## src/sv/fbpa_pkg.sv

```systemverilog
// ============================================================================
// fbpa_pkg
// Shared types and codes for the fixed block pool allocator.
// ============================================================================
`default_nettype none

package fbpa_pkg;

	localparam int NUM_BLOCKS = 64;
	localparam int IDX_W      = 6;
	localparam int CNT_W      = 7;
	localparam int BYTES_W    = 22;

	// tdata / tuser widths
	localparam int S_TDATA_W = 40;
	localparam int S_TUSER_W = 2;
	localparam int M_TDATA_W = 192;
	localparam int M_TUSER_W = 3;

	// request kinds
	localparam logic [1:0] MODE_ALLOC = 2'd0;
	localparam logic [1:0] MODE_FREE  = 2'd1;
	localparam logic [1:0] MODE_RESET = 2'd2;
	localparam logic [1:0] MODE_NONE  = 2'd3;

	// result status codes
	localparam logic [2:0] ST_OK    = 3'd0;
	localparam logic [2:0] ST_ALIGN = 3'd1;
	localparam logic [2:0] ST_SIZE  = 3'd2;
	localparam logic [2:0] ST_EMPTY = 3'd3;
	localparam logic [2:0] ST_NULL  = 3'd4;
	localparam logic [2:0] ST_RANGE = 3'd5;

	// register indexes
	localparam logic [1:0] REG_BLOCK_SIZE  = 2'd0;
	localparam logic [1:0] REG_BLOCK_ALIGN = 2'd1;
	localparam logic [1:0] REG_POOL_BLOCKS = 2'd2;
	localparam logic [1:0] REG_BASE_ADDR   = 2'd3;

	// register reset values
	localparam logic [15:0]      RST_BLOCK_SIZE  = 16'd64;
	localparam logic [15:0]      RST_BLOCK_ALIGN = 16'd8;
	localparam logic [CNT_W-1:0] RST_POOL_BLOCKS = 7'd64;
	localparam logic [31:0]      RST_BASE_ADDR   = 32'd0;

	typedef struct packed {
		logic [2:0]         status;
		logic [IDX_W-1:0]   granted_block;
		logic [31:0]        granted_address;
		logic [CNT_W-1:0]   free_blocks;
		logic [BYTES_W-1:0] used_bytes;
		logic [BYTES_W-1:0] spare_bytes;
		logic [31:0]        allocation_total;
		logic [31:0]        failure_total;
		logic [31:0]        release_total;
	} result_t;

	function automatic logic [CNT_W-1:0] clamp_count(input logic [CNT_W-1:0] n);
		logic [CNT_W-1:0] lim;
		lim = CNT_W'(NUM_BLOCKS);
		return (n > lim) ? lim : n;
	endfunction

endpackage

`default_nettype wire

```

## src/sv/fbpa_ram.sv

```systemverilog
// ============================================================================
// fbpa_ram
// Generic single-write, single-read RAM with registered read data.
// ============================================================================
`default_nettype none

module fbpa_ram #(
	parameter int WIDTH = 8,
	parameter int DEPTH = 64
) (
	input  wire logic                     clk,
	input  wire logic                     we,
	input  wire logic [$clog2(DEPTH)-1:0] waddr,
	input  wire logic [WIDTH-1:0]         wdata,
	input  wire logic [$clog2(DEPTH)-1:0] raddr,
	output logic      [WIDTH-1:0]         rdata
);

	logic [WIDTH-1:0] mem_q [DEPTH];

	always_ff @(posedge clk) begin
		if (we) begin
			mem_q[waddr] <= wdata;
		end
		rdata <= mem_q[raddr];
	end

endmodule

`default_nettype wire

```

## src/sv/fixed_block_pool_allocator_unit.sv

```systemverilog
// ============================================================================
// fixed_block_pool_allocator_unit
// LIFO free-list allocator over a pool of equal-size blocks.
// ============================================================================
// Results are registered: into the output register, or into the skid while the output stalls.
// Throughput: one request per cycle while s_tready is high; the link RAM reads the new head's
//   link in the same cycle that the head moves, so pops and pushes go back to back.
// Output register plus skid take one more request while m_tready is low, then s_tready drops.
// Reset (arst_n low): registers go to their reset values, pool rebuilt from
//   fresh blocks 0..n-1, counters zeroed. Link RAM is not cleared.
`default_nettype none

module fixed_block_pool_allocator_unit (
	input  wire logic                           clk,
	input  wire logic                           arst_n,
	// configuration write port
	input  wire logic                           wr_en,
	input  wire logic [1:0]                     wr_index,
	input  wire logic [31:0]                    wr_data,
	// request stream
	input  wire logic                           s_tvalid,
	output logic                                s_tready,
	// [15:0] request_bytes, [31:16] request_alignment, [37:32] free_block,
	// [38] free_is_null, [39] zero
	input  wire logic [fbpa_pkg::S_TDATA_W-1:0] s_tdata,
	// [1:0] mode
	input  wire logic [fbpa_pkg::S_TUSER_W-1:0] s_tuser,
	// result stream
	output logic                                m_tvalid,
	input  wire logic                           m_tready,
	// [5:0] granted_block, [37:6] granted_address, [44:38] free_blocks,
	// [66:45] used_bytes, [88:67] spare_bytes, [120:89] allocation_total,
	// [152:121] failure_total, [184:153] release_total, [191:185] zero
	output logic [fbpa_pkg::M_TDATA_W-1:0]      m_tdata,
	// [2:0] status
	output logic [fbpa_pkg::M_TUSER_W-1:0]      m_tuser
);

	import fbpa_pkg::*;

	// ---------------- configuration registers ----------------
	logic [15:0]      blk_size_q;
	logic [15:0]      blk_align_q;
	logic [CNT_W-1:0] pool_blocks_q;
	logic [31:0]      base_addr_q;

	always_ff @(posedge clk or negedge arst_n) begin
		if (!arst_n) begin
			blk_size_q    <= RST_BLOCK_SIZE;
			blk_align_q   <= RST_BLOCK_ALIGN;
			pool_blocks_q <= RST_POOL_BLOCKS;
			base_addr_q   <= RST_BASE_ADDR;
		end else if (wr_en) begin
			unique case (wr_index)
				REG_BLOCK_SIZE:  blk_size_q    <= wr_data[15:0];
				REG_BLOCK_ALIGN: blk_align_q   <= wr_data[15:0];
				REG_POOL_BLOCKS: pool_blocks_q <= wr_data[CNT_W-1:0];
				REG_BASE_ADDR:   base_addr_q   <= wr_data;
				default: ;
			endcase
		end
	end

	// ---------------- pool state ----------------
	logic [CNT_W-1:0] pool_cnt_q;   // latched pool size
	logic [CNT_W-1:0] free_cnt_q;
	logic [CNT_W-1:0] fresh_q;      // next never-used block
	logic [CNT_W-1:0] list_len_q;   // entries on the free list
	logic [IDX_W-1:0] head_q;
	logic             byp_q;        // link of head was written in the same cycle as the read
	logic [IDX_W-1:0] byp_link_q;
	logic [31:0]      alloc_tot_q;
	logic [31:0]      fail_tot_q;
	logic [31:0]      rel_tot_q;

	logic [CNT_W-1:0] pool_cnt_d, free_cnt_d, fresh_d, list_len_d;
	logic [IDX_W-1:0] head_d;
	logic             byp_d;
	logic [IDX_W-1:0] byp_link_d;
	logic [31:0]      alloc_tot_d, fail_tot_d, rel_tot_d;

	// link RAM
	logic             ram_we;
	logic [IDX_W-1:0] ram_rdata;
	logic [IDX_W-1:0] head_link;

	// request fields
	logic [1:0]       req_mode;
	logic [15:0]      req_bytes;
	logic [15:0]      req_align;
	logic [IDX_W-1:0] req_blk;
	logic             req_null;

	assign req_mode  = s_tuser;
	assign req_bytes = s_tdata[15:0];
	assign req_align = s_tdata[31:16];
	assign req_blk   = s_tdata[37:32];
	assign req_null  = s_tdata[38];

	logic in_fire;
	logic out_fire;
	assign in_fire  = s_tvalid & s_tready;
	assign out_fire = m_tvalid & m_tready;

	assign head_link = byp_q ? byp_link_q : ram_rdata;

	// ---------------- request evaluation ----------------
	logic [2:0]         status;
	logic [IDX_W-1:0]   granted;
	logic               alloc_ok;
	logic [21:0]        grant_off;
	logic [CNT_W-1:0]   used_cnt;
	logic [21:0]        used_prod;
	logic [21:0]        free_prod;
	result_t            res;

	always_comb begin
		pool_cnt_d  = pool_cnt_q;
		free_cnt_d  = free_cnt_q;
		fresh_d     = fresh_q;
		list_len_d  = list_len_q;
		head_d      = head_q;
		byp_d       = byp_q;
		byp_link_d  = byp_link_q;
		alloc_tot_d = alloc_tot_q;
		fail_tot_d  = fail_tot_q;
		rel_tot_d   = rel_tot_q;
		ram_we      = 1'b0;
		status      = ST_OK;
		granted     = '0;
		alloc_ok    = 1'b0;

		unique case (req_mode)
			MODE_ALLOC: begin
				// alignment, then size, then empty
				priority if (req_align > blk_align_q) begin
					status = ST_ALIGN;
				end else if (req_bytes > blk_size_q) begin
					status = ST_SIZE;
				end else if (free_cnt_q == '0) begin
					status = ST_EMPTY;
				end else if (list_len_q != '0) begin
					// pop list head
					granted    = head_q;
					head_d     = head_link;
					byp_d      = 1'b0;
					list_len_d = list_len_q - CNT_W'(1);
				end else if (fresh_q < pool_cnt_q) begin
					granted = fresh_q[IDX_W-1:0];
					fresh_d = fresh_q + CNT_W'(1);
				end else begin
					status = ST_EMPTY;
				end
				if (status == ST_OK) begin
					alloc_ok    = 1'b1;
					free_cnt_d  = free_cnt_q - CNT_W'(1);
					alloc_tot_d = alloc_tot_q + 32'd1;
				end else begin
					fail_tot_d = fail_tot_q + 32'd1;
				end
			end
			MODE_FREE: begin
				priority if (req_null) begin
					status = ST_NULL;
				end else if ({1'b0, req_blk} >= pool_cnt_q || free_cnt_q >= pool_cnt_q) begin
					status = ST_RANGE;
				end else begin
					// push: new head links to old head; its RAM read returns stale data, so bypass it
					ram_we     = 1'b1;
					head_d     = req_blk;
					byp_d      = 1'b1;
					byp_link_d = head_q;
					list_len_d = list_len_q + CNT_W'(1);
					free_cnt_d = free_cnt_q + CNT_W'(1);
					rel_tot_d  = rel_tot_q + 32'd1;
				end
			end
			MODE_RESET: begin
				pool_cnt_d = clamp_count(pool_blocks_q);
				free_cnt_d = clamp_count(pool_blocks_q);
				fresh_d    = '0;
				list_len_d = '0;
				head_d     = '0;
				byp_d      = 1'b0;
			end
			MODE_NONE: ;
			default: ;
		endcase

		grant_off = 22'(granted) * 22'(blk_size_q);
		used_cnt  = (pool_cnt_d >= free_cnt_d) ? (pool_cnt_d - free_cnt_d) : '0;
		used_prod = 22'(used_cnt) * 22'(blk_size_q);
		free_prod = 22'(free_cnt_d) * 22'(blk_size_q);

		res.status           = status;
		res.granted_block    = granted;
		res.granted_address  = alloc_ok ? (base_addr_q + {10'd0, grant_off}) : 32'd0;
		res.free_blocks      = free_cnt_d;
		res.used_bytes       = used_prod;
		res.spare_bytes      = free_prod;
		res.allocation_total = alloc_tot_d;
		res.failure_total    = fail_tot_d;
		res.release_total    = rel_tot_d;
	end

	always_ff @(posedge clk or negedge arst_n) begin
		if (!arst_n) begin
			pool_cnt_q  <= clamp_count(RST_POOL_BLOCKS);
			free_cnt_q  <= clamp_count(RST_POOL_BLOCKS);
			fresh_q     <= '0;
			list_len_q  <= '0;
			head_q      <= '0;
			byp_q       <= 1'b0;
			byp_link_q  <= '0;
			alloc_tot_q <= '0;
			fail_tot_q  <= '0;
			rel_tot_q   <= '0;
		end else if (in_fire) begin
			pool_cnt_q  <= pool_cnt_d;
			free_cnt_q  <= free_cnt_d;
			fresh_q     <= fresh_d;
			list_len_q  <= list_len_d;
			head_q      <= head_d;
			byp_q       <= byp_d;
			byp_link_q  <= byp_link_d;
			alloc_tot_q <= alloc_tot_d;
			fail_tot_q  <= fail_tot_d;
			rel_tot_q   <= rel_tot_d;
		end
	end

	// read address follows the next head, so ram_rdata is the link of head_q unless byp_q is set
	fbpa_ram #(
		.WIDTH(IDX_W),
		.DEPTH(NUM_BLOCKS)
	) u_link_ram (
		.clk  (clk),
		.we   (ram_we & in_fire),
		.waddr(req_blk),
		.wdata(head_q),
		.raddr(in_fire ? head_d : head_q),
		.rdata(ram_rdata)
	);

	// ---------------- output register and skid ----------------
	logic    out_valid_q;
	logic    skid_valid_q;
	result_t out_q;
	result_t skid_q;

	assign s_tready = ~skid_valid_q;

	always_ff @(posedge clk or negedge arst_n) begin
		if (!arst_n) begin
			out_valid_q  <= 1'b0;
			skid_valid_q <= 1'b0;
		end else if (!out_valid_q || m_tready) begin
			if (skid_valid_q) begin
				out_valid_q  <= 1'b1;
				skid_valid_q <= 1'b0;
			end else begin
				out_valid_q <= in_fire;
			end
		end else if (in_fire) begin
			skid_valid_q <= 1'b1;
		end
	end

	always_ff @(posedge clk) begin
		if (!out_valid_q || m_tready) begin
			if (skid_valid_q) begin
				out_q <= skid_q;
			end else if (in_fire) begin
				out_q <= res;
			end
		end else if (in_fire) begin
			skid_q <= res;
		end
	end

	assign m_tvalid = out_valid_q;
	assign m_tuser  = out_q.status;
	assign m_tdata  = {7'd0,
		out_q.release_total,
		out_q.failure_total,
		out_q.allocation_total,
		out_q.spare_bytes,
		out_q.used_bytes,
		out_q.free_blocks,
		out_q.granted_address,
		out_q.granted_block};

	// ---------------- assertions ----------------
	a_free_le_pool: assert property (@(posedge clk) disable iff (!arst_n)
		free_cnt_q <= pool_cnt_q)
		else $error("free count above pool count");

	a_list_le_free: assert property (@(posedge clk) disable iff (!arst_n)
		list_len_q <= free_cnt_q)
		else $error("free list longer than free count");

	a_skid_needs_out: assert property (@(posedge clk) disable iff (!arst_n)
		skid_valid_q |-> out_valid_q)
		else $error("skid holds a result while output register is empty");

	a_accept_gives_result: assert property (@(posedge clk) disable iff (!arst_n)
		in_fire |=> out_valid_q)
		else $error("accepted request produced no result");

	a_out_used: assert property (@(posedge clk) disable iff (!arst_n)
		out_fire && !skid_valid_q && !in_fire |=> !out_valid_q)
		else $error("result delivered twice");

endmodule

`default_nettype wire
```

## config.mk

```make
export PLATFORM = sky130hd
export DESIGN_NAME = fixed_block_pool_allocator_unit
export DESIGN_NICKNAME = d
export VERILOG_FILES = /design/src/sv/fbpa_pkg.sv /design/src/sv/fbpa_ram.sv /design/src/sv/fixed_block_pool_allocator_unit.sv
export SDC_FILE = /design/constraint.sdc
export NUM_CORES = 2
export LEC_CHECK = 0
export BUFFER_PORTS_ARGS = -buffer_cell sky130_fd_sc_hd__buf_4
export CORE_ASPECT_RATIO = 0.75
export CORE_MARGIN = 3
export CORE_UTILIZATION = 45
export CTS_CLUSTER_DIAMETER = 30
export DETAILED_ROUTE_END_ITERATION = 16
export PLACE_DENSITY = 0.63
export SYNTH_ARGS = -nofsm -noshare
export SYNTH_HDL_FRONTEND = slang
export SYNTH_SLANG_ARGS = --single-unit
```

## constraint.sdc

```tcl
create_clock -name clk -period 10.05 [get_ports clk]
set_clock_uncertainty 0.2 [all_clocks]
set_input_delay 2.01 -clock clk [delete_from_list [all_inputs] [get_ports clk]]
set_output_delay 2.01 -clock clk [all_outputs]
set_load 0.02 [all_outputs]
```

==> flow_summary.ini <==
[global_route]
grt_max_degree = 138
grt_pass1_vias = 35800
grt_use_met3_pct = 6.56
antenna_found_initial = 2
grt_pass1_wl_microns = 210000
grt_util_met2_pct = 32.0
grt_usage_pct = 22.5
grt.busiest_layer = met1
grt_util_met1_pct = 32.9
overflow = 0

[placement]
routabilityCongestion = 0.887
hpwl_microns = 93600
placed_cells = 6091
portBuffers = 269

[setup_path]
critPathCaptureType = flop
cp_max_fo = 5
crit_type = input pin to flop
start_kind = input pin
path_delay_family = compound AO/OA/AOI/OAI gates
cpMaxStageDelayCell = or4_4
worstPathArrival_ns = 10.34
cp_num_buf_inv = 7
critPathRequiredTime_ns = 10.34
max_stage_delay_ns = 0.56

[layout]
fin_nets = 5229
areaGrowthSynthToFinish_pct = 21.7
drive_gt1_share_pct = 23.5
multi_input_area_sq_um = 22900
register_area_sq_um = 28200
utilization_pct = 55.7
n_fill_cell = 9527
post_layout_nonfiller_instances = 6409

[worst_hold_path]
hold_path.class = flop to flop

[floorplan]
design.core.area_sq_um = 115000
dieArea_sq_um = 121000
ios = 278
fp.dieW_microns = 400
die_h_microns = 302
rows = 107
start_util_pct = 45.8

[sta]
max_freq_ghz = 0.0995
maxSlewHeadroom_pct = 23.2
rsz0062_at_grt = true
setup_viol = 1
worst_slack_ns = -0.00266
fin_tns_setup_ns = -0.00266
min_period_ns = 10.05
fin_crit_sh_pct = 100
drv_slew = 0
hold_violations = 0
worstMarginPinSlew_ns = 1.14

[drt]
routed_wl_microns = 135000
dr.first_iter.drc_count = 2746
firstDrtPassIters = 5
routed_via_density = 5.47
route.antenna.remaining_nets = 0
drc = 0
vias = 35000
wl_per_cell_microns = 21.1

[clock_network]
cts_num_sinks = 976
clk_latency_ns = 0.77
htreeDepth = 4
cts.root.buffer_cell = clkbuf_16
cts_buffers = 160
clock_path_buffers = 3
cts_tree = yes
clk_pin_slew_ns = 0.05

[pwr]
power_mw = 18.1
ir_drop_mv = 0.242
p_leak_nw = 26.1
pwr_density_cell_nw_per_um2 = 283

[yosys]
synth_adder_area_share_pct = 12.6
synthMuxAreaShare_pct = 7.14
synth_compound_area_share_pct = 6.76
synth_top_family_by_area = adder cells
synth_edf_count = 760
synth_cell_types = 89
yosys_warnings = 0
synth_flop_cell = edfxtp_1
yosys.area_share.xor_xnor_pct = 4.51
synthCells = 4268
synth_area_sq_um = 52500
synth-seq-cells = 976
synth-simple-area-share_pct = 11.2
synth.avg_cell_area_sq_um = 12.3
ys_seq_area_share_pct = 53.8
async_flop_share_pct = 21.5

[run]
maxCapViolCount = 0

[run_status]
violations = negative setup slack
status = finished, violations left
-- area by class of cell --
cell class	instances	area share, %
Timing Repair Buffer	525	6.44
Tap cell	1526	2.99
Inverter	300	1.77
Multi-Input combinational cell	2783	35.9
Clock buffer	182	6.49
Antenna cell	1	0.00392
Sequential cell	976	44.2
Clock inverter	116	2.23
-- cell usage in the layout (no fill, tap or decap), types with 160 or more instances in the layout --
cell type    n
dfrtp_1    198
nor2_1     240
mux2_2     201
ha_1       162
nand2_1    471
edfxtp_1   760
fa_1       213
buf_4      504
inv_1      281
clkbuf_16  160
-- sequential cells by signal (all words and copies together), names as in the netlist --
name and flops:
m_tuser 3, m_tvalid 1, blk_size_q 16, free_cnt_q 7, fail_tot_q 32, byp_link_q 6
byp_q 1, u_link_ram.rdata 6, fresh_q 7, skid_q 188, head_q 6, base_addr_q 32
alloc_tot_q 32, pool_blocks_q 7, blk_align_q 16, u_link_ram.mem_q 384, skid_valid_q 1, pool_cnt_q 7
list_len_q 7, rel_tot_q 32, m_tdata 185
-- final timing paths --
path | to | startpoint | slack (ns) | cells after the start
hold / removal | fail_tot_q[31]$_DFFE_PN0P_ | fail_tot_q[31]$_DFFE_PN0P_ | 0.28 | 1
hold reg to reg | fail_tot_q[31]$_DFFE_PN0P_ | fail_tot_q[31]$_DFFE_PN0P_ | 0.28 | 1
setup / recovery | m_tdata[66]$_DFFE_PP_ | s_tdata[7] | -0.003 | 39
setup reg to reg | m_tdata[66]$_DFFE_PP_ | blk_size_q[4]$_DFFE_PN0P_ | 0.48 | 39
max in group asynchronous | head_q[0]$_DFF_PN0_ | arst_n | 7.30 | 2
min in group asynchronous | rel_tot_q[21]$_DFFE_PN0P_ | arst_n | 1.06 | 1
-- cells in the mapped netlist, drive strengths merged (41+ instances only) --
cell type  instances  area share (%)
mux2i            145             2.8
o22ai             64            0.78
xnor2            158             2.6
edfxtp           760              43
nand2            474             3.4
buf               63            0.74
o21ai             76            0.72
a21boi            62            0.89
dfrtp            205             9.8
nor2             246             1.8
o31ai             41            0.61
mux2             204             4.4
inv              291             2.1
xor2             112             1.9
fa               214             8.2
nor3             123             1.2
and3              90             1.1
a21oi             75            0.73
ha               188             4.5
and2              48            0.58
nand3             80            0.76
o211ai            66            0.97
clkbuf           153             1.1
-- through the flow --
| step | hold slack (ns) | area [sq um] | setup WS, ns |
|---|---|---|---|
| 6_report | 0.284 | 63900 | -0.00266 |
| 5_1_grt | 0.301 | 63900 | -0.293 |
| 4_1_cts | 0.287 | 63400 | 0.0178 |
| 3_5_place_dp | 0.281 | 57800 | -0.958 |
| 3_3_place_gp | 0.274 | 57800 | -0.833 |
| 2_1_floorplan | 0.261 | 52900 | -0.412 |
-- where the power goes --
group	internal, mW	switching [mW]
registers	5.19	0.227
clock network	3.47	2.10
logic	3.07	4.00
-- per-layer routing --
layer	share of wire [%]	vias to the layer above
li1	-	16100
met1	46	17400
met2	42	1294
met3	9.2	235
met4	2.6	4
met5	0.018	-
-- cell families (layout without fill, tap and decap cells) --
logic type      after synthesis  after routing
simple gates               1241           1242
flops                       976            976
buf+inv                     516           1123
compound gates              513            513
fa+ha+maj                   402            402
mux                         349            349
xor+xnor                    270            270
other cells                   1              8
-- what timing repair did --
item | CTS | global route
gates resized for setup | 2 | 66
pin swaps | 0 | 39
hold buffers | 0 | 0
setup endpoints to repair | 3 | 22
hold endpoints to repair | 0 | 0
gates cloned | 0 | 1
setup buffers | 0 | 18
Power figures use the tool's default switching activity.
